**config.mk**
```make
export PLATFORM = sky130hd
export DESIGN_NAME = sbm_ctrl
export DESIGN_NICKNAME = d
export VERILOG_FILES = /design/src/rtl/sbm_pkg.sv /design/src/rtl/sbm_ctrl.sv
export SDC_FILE = /design/constraint.sdc
export NUM_CORES = 1
export LEC_CHECK = 0
export BUFFER_PORTS_ARGS = -buffer_cell sky130_fd_sc_hd__buf_2
export CAP_MARGIN = 20
export CORE_UTILIZATION = 46
export CTS_BUF_LIST = sky130_fd_sc_hd__clkbuf_8 sky130_fd_sc_hd__clkbuf_16
export DETAILED_ROUTE_END_ITERATION = 10
export MAX_ROUTING_LAYER = met4
export PLACE_DENSITY = 0.81
export SYNTH_ARGS = -nofsm -noshare
export SYNTH_HDL_FRONTEND = slang
export SYNTH_SLANG_ARGS = --single-unit
```
**constraint.sdc**
```tcl
create_clock -name clk -period 2.3 [get_ports clk]
set_clock_uncertainty 0.2 [all_clocks]
set_input_delay 0.23 -clock clk [delete_from_list [all_inputs] [get_ports clk]]
set_output_delay 0.23 -clock clk [all_outputs]
set_load 0.02 [all_outputs]
```
**src/rtl/sbm_pkg.sv**
```systemverilog
// ----------------------------------------------------------------------------
// sbm_pkg
// Shared types, codes and defaults for the stack bytecode machine.
// ----------------------------------------------------------------------------
package sbm_pkg;

    // default sizes
    localparam int STACK_DEPTH_DEF   = 256;
    localparam int REG_COUNT_DEF     = 16;
    localparam int PROGRAM_BYTES_DEF = 1024;

    // item functions
    localparam logic [1:0] FN_WRITE   = 2'd0;
    localparam logic [1:0] FN_RESTART = 2'd1;
    localparam logic [1:0] FN_EXEC    = 2'd2;

    // opcodes
    localparam logic [7:0] OP_NOP   = 8'd0;
    localparam logic [7:0] OP_PUSH  = 8'd1;
    localparam logic [7:0] OP_POP   = 8'd2;
    localparam logic [7:0] OP_LOAD  = 8'd3;
    localparam logic [7:0] OP_STORE = 8'd4;
    localparam logic [7:0] OP_JMP   = 8'd5;
    localparam logic [7:0] OP_JZ    = 8'd6;
    localparam logic [7:0] OP_JNZ   = 8'd7;
    localparam logic [7:0] OP_ADD   = 8'd8;
    localparam logic [7:0] OP_SUB   = 8'd9;
    localparam logic [7:0] OP_MUL   = 8'd10;
    localparam logic [7:0] OP_DIV   = 8'd11;
    localparam logic [7:0] OP_PRINT = 8'd12;
    localparam logic [7:0] OP_STOP  = 8'd13;

    // machine status codes
    localparam logic [2:0] ST_RUN     = 3'd0;
    localparam logic [2:0] ST_STOP    = 3'd1;
    localparam logic [2:0] ST_FULL    = 3'd2;
    localparam logic [2:0] ST_EMPTY   = 3'd3;
    localparam logic [2:0] ST_BADREG  = 3'd4;
    localparam logic [2:0] ST_IPRANGE = 3'd5;
    localparam logic [2:0] ST_BADOP   = 3'd6;
    localparam logic [2:0] ST_DIVZERO = 3'd7;

    // stack address select
    typedef enum logic [1:0] {
        SS_SP,
        SS_TOP,
        SS_SECOND
    } stack_sel_t;

    // stack write data select
    typedef enum logic [1:0] {
        WD_IMM,
        WD_A,
        WD_R
    } wdata_sel_t;

    // controller to datapath commands
    typedef struct packed {
        logic       clr_step;
        logic       prog_wr;
        logic       restart;
        logic       item_start;
        logic       prog_sel_opnd;
        logic       op_cap;
        logic       opnd_cap;
        logic       stack_wr;
        stack_sel_t stack_sel;
        wdata_sel_t wd_sel;
        logic       a_cap;
        logic       a_from_reg;
        logic       b_cap;
        logic       r_cap;
        logic       reg_wr;
        logic       sp_inc;
        logic       sp_dec;
        logic       ip_adv;
        logic [2:0] ip_len;
        logic       ip_jump;
        logic       st_set;
        logic [2:0] st_code;
        logic       pv_set;
        logic       div_start;
        logic       out_load;
    } sbm_cmd_t;

    // datapath to controller status
    typedef struct packed {
        logic       clr_done;
        logic       halted;
        logic       fetch_bad;
        logic       opnd_bad;
        logic       sp_zero;
        logic       sp_lt2;
        logic       sp_full;
        logic       reg_bad;
        logic       a_zero;
        logic       div_done;
        logic       out_busy;
        logic [7:0] opcode;
        logic [2:0] k;
    } sbm_stat_t;

endpackage

```
**src/rtl/sbm_ctrl.sv**
```systemverilog
// ----------------------------------------------------------------------------
// sbm_ctrl
// Sequencer: clearing pass, item dispatch and instruction steps.
// ----------------------------------------------------------------------------
module sbm_ctrl (
    input  logic               clk,
    input  logic               rst_n,
    input  logic               in_valid,
    output logic               in_stall,
    input  logic [1:0]         func,
    input  sbm_pkg::sbm_stat_t stat,
    output sbm_pkg::sbm_cmd_t  cmd
);

    typedef enum logic [3:0] {
        S_CLEAR,
        S_IDLE,
        S_FETCH,
        S_OPC,
        S_OPND,
        S_OPNDW,
        S_EXEC,
        S_RDW,
        S_ACT,
        S_RD2W,
        S_ALU,
        S_DIVW,
        S_WB,
        S_DONE
    } state_t;

    state_t     state_reg;
    state_t     state_next;
    logic [2:0] n_opnd;

    // operand byte count per opcode
    always_comb
    begin
        case (stat.opcode) inside
            sbm_pkg::OP_PUSH:                              n_opnd = 3'd4;
            sbm_pkg::OP_LOAD, sbm_pkg::OP_STORE:           n_opnd = 3'd1;
            sbm_pkg::OP_JMP, sbm_pkg::OP_JZ, sbm_pkg::OP_JNZ: n_opnd = 3'd2;
            default:                                       n_opnd = 3'd0;
        endcase
    end

    // next state and commands
    always_comb
    begin
        state_next = state_reg;
        cmd        = '0;
        unique case (state_reg)
            S_CLEAR:
            begin
                cmd.clr_step = 1'b1;
                if (stat.clr_done)
                begin
                    state_next = S_IDLE;
                end
            end
            S_IDLE:
            begin
                if (in_valid)
                begin
                    cmd.item_start = 1'b1;
                    state_next     = S_DONE;
                    unique case (func)
                        sbm_pkg::FN_WRITE:   cmd.prog_wr = 1'b1;
                        sbm_pkg::FN_RESTART: cmd.restart = 1'b1;
                        sbm_pkg::FN_EXEC:
                        begin
                            if (!stat.halted)
                            begin
                                state_next = S_FETCH;
                            end
                        end
                        default: ;
                    endcase
                end
            end
            S_FETCH:
            begin
                if (stat.fetch_bad)
                begin
                    cmd.st_set  = 1'b1;
                    cmd.st_code = sbm_pkg::ST_IPRANGE;
                    state_next  = S_DONE;
                end
                else
                begin
                    state_next = S_OPC;
                end
            end
            S_OPC:
            begin
                cmd.op_cap = 1'b1;
                state_next = S_OPND;
            end
            S_OPND:
            begin
                cmd.prog_sel_opnd = 1'b1;
                if (stat.k == n_opnd)
                begin
                    state_next = S_EXEC;
                end
                else if (stat.opnd_bad)
                begin
                    cmd.st_set  = 1'b1;
                    cmd.st_code = sbm_pkg::ST_IPRANGE;
                    state_next  = S_DONE;
                end
                else
                begin
                    state_next = S_OPNDW;
                end
            end
            S_OPNDW:
            begin
                cmd.opnd_cap = 1'b1;
                state_next   = S_OPND;
            end
            S_EXEC:
            begin
                cmd.stack_sel = sbm_pkg::SS_TOP;
                state_next    = S_DONE;
                cmd.st_set    = 1'b1;
                cmd.st_code   = sbm_pkg::ST_RUN;
                unique case (stat.opcode) inside
                    sbm_pkg::OP_NOP:
                    begin
                        cmd.ip_adv = 1'b1;
                        cmd.ip_len = 3'd1;
                    end
                    sbm_pkg::OP_PUSH:
                    begin
                        if (stat.sp_full)
                        begin
                            cmd.st_code = sbm_pkg::ST_FULL;
                        end
                        else
                        begin
                            cmd.stack_sel = sbm_pkg::SS_SP;
                            cmd.wd_sel    = sbm_pkg::WD_IMM;
                            cmd.stack_wr  = 1'b1;
                            cmd.sp_inc    = 1'b1;
                            cmd.ip_adv    = 1'b1;
                            cmd.ip_len    = 3'd5;
                        end
                    end
                    sbm_pkg::OP_POP:
                    begin
                        if (stat.sp_zero)
                        begin
                            cmd.st_code = sbm_pkg::ST_EMPTY;
                        end
                        else
                        begin
                            cmd.sp_dec = 1'b1;
                            cmd.ip_adv = 1'b1;
                            cmd.ip_len = 3'd1;
                        end
                    end
                    sbm_pkg::OP_LOAD:
                    begin
                        if (stat.reg_bad)
                        begin
                            cmd.st_code = sbm_pkg::ST_BADREG;
                        end
                        else if (stat.sp_full)
                        begin
                            cmd.st_code = sbm_pkg::ST_FULL;
                        end
                        else
                        begin
                            state_next = S_RDW;
                        end
                    end
                    sbm_pkg::OP_STORE:
                    begin
                        if (stat.reg_bad)
                        begin
                            cmd.st_code = sbm_pkg::ST_BADREG;
                        end
                        else if (stat.sp_zero)
                        begin
                            cmd.st_code = sbm_pkg::ST_EMPTY;
                        end
                        else
                        begin
                            state_next = S_RDW;
                        end
                    end
                    sbm_pkg::OP_JMP:
                    begin
                        cmd.ip_jump = 1'b1;
                    end
                    sbm_pkg::OP_JZ, sbm_pkg::OP_JNZ, sbm_pkg::OP_PRINT:
                    begin
                        if (stat.sp_zero)
                        begin
                            cmd.st_code = sbm_pkg::ST_EMPTY;
                        end
                        else
                        begin
                            state_next = S_RDW;
                        end
                    end
                    sbm_pkg::OP_ADD, sbm_pkg::OP_SUB, sbm_pkg::OP_MUL, sbm_pkg::OP_DIV:
                    begin
                        if (stat.sp_lt2)
                        begin
                            cmd.st_code = sbm_pkg::ST_EMPTY;
                        end
                        else
                        begin
                            state_next = S_RDW;
                        end
                    end
                    sbm_pkg::OP_STOP:
                    begin
                        cmd.st_code = sbm_pkg::ST_STOP;
                    end
                    default:
                    begin
                        cmd.st_code = sbm_pkg::ST_BADOP;
                    end
                endcase
            end
            S_RDW:
            begin
                cmd.a_cap      = 1'b1;
                cmd.a_from_reg = stat.opcode == sbm_pkg::OP_LOAD;
                state_next     = S_ACT;
            end
            S_ACT:
            begin
                state_next = S_DONE;
                unique case (stat.opcode) inside
                    sbm_pkg::OP_LOAD:
                    begin
                        cmd.stack_sel = sbm_pkg::SS_SP;
                        cmd.wd_sel    = sbm_pkg::WD_A;
                        cmd.stack_wr  = 1'b1;
                        cmd.sp_inc    = 1'b1;
                        cmd.ip_adv    = 1'b1;
                        cmd.ip_len    = 3'd2;
                    end
                    sbm_pkg::OP_STORE:
                    begin
                        cmd.reg_wr = 1'b1;
                        cmd.sp_dec = 1'b1;
                        cmd.ip_adv = 1'b1;
                        cmd.ip_len = 3'd2;
                    end
                    sbm_pkg::OP_JZ, sbm_pkg::OP_JNZ:
                    begin
                        cmd.sp_dec = 1'b1;
                        if ((stat.opcode == sbm_pkg::OP_JZ) == stat.a_zero)
                        begin
                            cmd.ip_jump = 1'b1;
                        end
                        else
                        begin
                            cmd.ip_adv = 1'b1;
                            cmd.ip_len = 3'd3;
                        end
                    end
                    sbm_pkg::OP_PRINT:
                    begin
                        cmd.pv_set = 1'b1;
                        cmd.sp_dec = 1'b1;
                        cmd.ip_adv = 1'b1;
                        cmd.ip_len = 3'd1;
                    end
                    sbm_pkg::OP_ADD, sbm_pkg::OP_SUB, sbm_pkg::OP_MUL, sbm_pkg::OP_DIV:
                    begin
                        cmd.stack_sel = sbm_pkg::SS_SECOND;
                        state_next    = S_RD2W;
                    end
                    default: ;
                endcase
            end
            S_RD2W:
            begin
                cmd.b_cap  = 1'b1;
                state_next = S_ALU;
            end
            S_ALU:
            begin
                if (stat.opcode != sbm_pkg::OP_DIV)
                begin
                    cmd.r_cap  = 1'b1;
                    state_next = S_WB;
                end
                else if (stat.a_zero)
                begin
                    cmd.st_set  = 1'b1;
                    cmd.st_code = sbm_pkg::ST_DIVZERO;
                    state_next  = S_DONE;
                end
                else
                begin
                    cmd.div_start = 1'b1;
                    state_next    = S_DIVW;
                end
            end
            S_DIVW:
            begin
                if (stat.div_done)
                begin
                    cmd.r_cap  = 1'b1;
                    state_next = S_WB;
                end
            end
            S_WB:
            begin
                cmd.stack_sel = sbm_pkg::SS_SECOND;
                cmd.wd_sel    = sbm_pkg::WD_R;
                cmd.stack_wr  = 1'b1;
                cmd.sp_dec    = 1'b1;
                cmd.ip_adv    = 1'b1;
                cmd.ip_len    = 3'd1;
                state_next    = S_DONE;
            end
            S_DONE:
            begin
                if (!stat.out_busy)
                begin
                    cmd.out_load = 1'b1;
                    state_next   = S_IDLE;
                end
            end
            default: state_next = S_IDLE;
        endcase
    end

    // state register
    always_ff @(posedge clk or negedge rst_n)
    begin
        if (!rst_n)
        begin
            state_reg <= S_CLEAR;
        end
        else
        begin
            state_reg <= state_next;
        end
    end

    assign in_stall = state_reg != S_IDLE;

endmodule

```
==> impl_results.md <==
* Outcome: finished, violations left
* Violated checks: setup timing
* Mean instance size in the synthesized netlist at 6.10 um^2
* Total number of vias at 1925
* Share of cell area taken by muxes after synthesis at 2.71%
* Commonest non-fill, non-tap cell in the layout: sky130_fd_sc_hd__buf_2
* Clock H-tree levels at 1
* CTS root buffer: sky130_fd_sc_hd__clkbuf_8
* Worst IR Drop VDD at 962 uV
* Proportion of register bits with asynchronous set or reset after synthesis at 100%
* Final critical path time including I/O delays and setup at 2.35 ns
* Top cell type's share of synthesized area at 9.11%
* Final Worst Setup Slack at -0.0516 ns
* Std-Cell Rows at 17
* Number of vias per cell at 6.44
* Flip-flop and latch count after synthesis at 4
* Rel. slew slack at 68.7%
* Endpoint of the lowest-slack register-to-register path: state_reg[1]
* Cell depth of the worst hold path at 2
* Number of antenna violations at the first check in global routing at 0
* PD cells at 823 nW/um^2
* Hold WC Path Type: input port to flop
* Top post-synthesis cells by area: sky130_fd_sc_hd__nor2_1 9.1%, sky130_fd_sc_hd__dfrtp_1 8.7%, sky130_fd_sc_hd__nor3_1 7.8%, sky130_fd_sc_hd__nand2_1 6.8%, sky130_fd_sc_hd__a21oi_1 5.6%
* Smallest hold slack at 0.0966 ns
* Number of flops mapped to enable cells by yosys at 0
* Residual overflow from global routing at 0
* Crit Path Class: flop to output pin
* Slack of the worst reg-to-reg path at 0.13 ns
* Ratio of cells with drive above 1 in the final layout at 46.9%
* Count of port buffers added during placement at 58
* Vias in the first global route at 1570
* HPWL after DPL at 3360 um
* Worst-path fanout max at 12
* Die H at 52.1 um
* Number of pins exceeding their max-slew limit in the final report at 0
* Number of warnings printed during yosys synthesis at 0
* Area leader, netlist: sky130_fd_sc_hd__nor2_1
* Number of buffers inserted during clock tree synthesis at 3
* F_max at 0.425 GHz
* ANT cells at 0
* Leading cell types in the layout, fill and taps excluded: 56 x sky130_fd_sc_hd__buf_2, 30 x sky130_fd_sc_hd__buf_4, 23 x sky130_fd_sc_hd__nor2_1, 20 x sky130_fd_sc_hd__nand2_1, 13 x sky130_fd_sc_hd__nor3_1
* Post-synth cell types at 52
* Per-cell routed wire length at 17.5 um
* Residual antenna-violating net count after detailed routing at 0
* Parity-gate share of the synthesized area counting xor and xnor cells at 2.28%
* Hold Path End: state_reg[2]
* Drt first-iter violations at 140
* Data required time of the critical path at 1.87 ns
* Area overhead of the layout relative to synthesis at 66.8%
* Adder-cell share of the synthesized area at 0%
* Arrival time worst endpoint at 1.92 ns
* Largest register FFs at 4
* Mapped Nets at 216
* Syn Std Cell Area at 1150 um^2
* Layout net count at 300
* Post-synth top flop: sky130_fd_sc_hd__dfrtp_1
* Unrepaired setup endpoints after global routing: yes
* Source of the worst register-to-register timing path: state_reg[1]
* Finished Layout Cells at 299
* Die width at 52.1 um
* TritonCTS clock tree: done
* Post-route clock period utilization at 102%
* Post-route DRC at 0
* Leak at 0.000919 uW
* Share of synthesized cell area in and, or, nand and nor gates at 48.9%
* Final GP Congestion at 0.931
* Placed cells at 291
* Total wirelength of the detailed-routed design at 5240 um
* IO Count at 59
* Fill count at 145
* Area of the core at 2300 um^2
* Maximum number of pins on one net before global-route repair at 21
* Total track usage at 35.7%
* Die Outline Area at 2710 um^2
* Starting density of the core at 50.2%
* Clock-pin slew on the worst setup and hold paths at 0.03 ns
* Wire length of the first global-routing pass at 7070 um
* Worst Max-Slew Pin Slew at 0.464 ns
* Worst hold path startpoint: stat[11]
* Share of synthesized area occupied by flip-flops and latches at 8.68%
* Final hold violation count at 0
* Synthesized instance count at 189
* Largest family of logic cells by synthesized area: simple AND/OR/NAND/NOR gates
* Kind of start point of the critical path: flop
* Kind of end point of the critical path: output pin
* Placement-stage worst setup slack at -0.153 ns
* Post-synthesis compound-gate area fraction at 29.5%
* CTS max path bufs at 2
* Latest clock arrival within the worst-skew pair at 0.22 ns
* # setup viols final at 5
* FF-to-FF path depth at 7
* CTS sink count at 4
* Count of max-cap constraint violations at 0
* DRT Pass-1 Iters at 5
power by group:
| group | internal (uW) | switching, uW |
|---|---|---|
| Clock | 112 | 41.3 |
| Combinational | 519 | 753 |
| Sequential | 105 | 53.0 |
worst max-delay path: stages (launching register included):
cell and delay [ns]:
sky130_fd_sc_hd__dfrtp_2 0.46, sky130_fd_sc_hd__buf_6 0.18, sky130_fd_sc_hd__nor2_4 0.14, sky130_fd_sc_hd__nand4_1 0.13, sky130_fd_sc_hd__buf_4 0.20, sky130_fd_sc_hd__nor3_2 0.20, sky130_fd_sc_hd__a21oi_1 0.07, sky130_fd_sc_hd__nor2_1 0.13
sky130_fd_sc_hd__buf_2 0.18
metal layers:
metal | global-route usage (%) | wire length (um) | part of all wire, % | vias to the layer above
li1 | - | - | - | 865
met1 | 44.4 | 1920 | 37 | 862
met2 | 60.0 | 2560 | 49 | 170
met3 | 4.97 | 595 | 11 | 28
met4 | 9.01 | 172 | 3.3 | 0
met5 | - | 0 | 0 | -
synthesized netlist by cell type (3+ instances only):
cell type,n
sky130_fd_sc_hd__nor2_1,28
sky130_fd_sc_hd__nand2_1,21
sky130_fd_sc_hd__nor3_1,18
sky130_fd_sc_hd__a21oi_1,13
sky130_fd_sc_hd__inv_1,9
sky130_fd_sc_hd__o21ai_0,9
sky130_fd_sc_hd__clkbuf_1,8
sky130_fd_sc_hd__nand2b_1,8
sky130_fd_sc_hd__nand3_1,5
sky130_fd_sc_hd__dfrtp_1,4
sky130_fd_sc_hd__o22ai_1,4
sky130_fd_sc_hd__buf_1,3
sky130_fd_sc_hd__nand4_1,3
sky130_fd_sc_hd__nor4_1,3
sky130_fd_sc_hd__o21ai_1,3
sky130_fd_sc_hd__o21bai_1,3
sky130_fd_sc_hd__xnor2_1,3
worst max-delay path by stage:
stage	cells past startpoint	to	from	slack [ns]
final	8	cmd[7]	state_reg[1]	-0.05
after global routing	9	cmd[7]	state_reg[2]	-0.10
after CTS	6	cmd[8]	state_reg[2]	0.0002
after detailed placement	8	cmd[3]	stat[8]	-0.15
after global placement	8	cmd[3]	stat[8]	-0.05
after floorplan	4	cmd[15]	state_reg[0]	0.03
logic make-up (layout without fill, tap and decap cells):
group	count (synthesis)	count (layout)
xor gates and xnor gates	3	3
buffers and inverters	22	104
DFF	4	4
muxes	3	3
AOI/OAI and AO/OA	51	51
and+or+nand+nor	106	106
stage by stage:
stage                     power [uW]  util [%]  setup TNS, ns  instance area (um^2)
after detailed placement        1190      72.7         -0.636                  1670
after CTS                       1370      76.5              0                  1760
after global placement          1170      72.7         -0.169                  1670
final                           1580      83.8         -0.132                  1920
after floorplan                  800         -              0                  1160
after global routing            1670      83.8         -0.535                  1920
area by class of cell:
| type | instances | area (um^2) | area share (%) |
|---|---|---|---|
| repair buffers | 92 | 589 | 30.6 |
| flip-flops and latches | 4 | 101 | 5.27 |
| inverters | 9 | 33.8 | 1.76 |
| well taps | 28 | 35.0 | 1.82 |
| multi-input cells | 163 | 1120 | 58.4 |
| clock buffers | 3 | 41.3 | 2.15 |
what timing repair did:
item | CTS | global route
gates cloned | 0 | 1
setup buffers | 1 | 3
resized for setup | 8 | 27
hold buffers | 1 | 0
pin swaps | 2 | 9
endpoints found under the hold margin | 4 | 0
setup endpoints to repair | 7 | 13
Note: power is estimated with default switching activity, not from simulation.
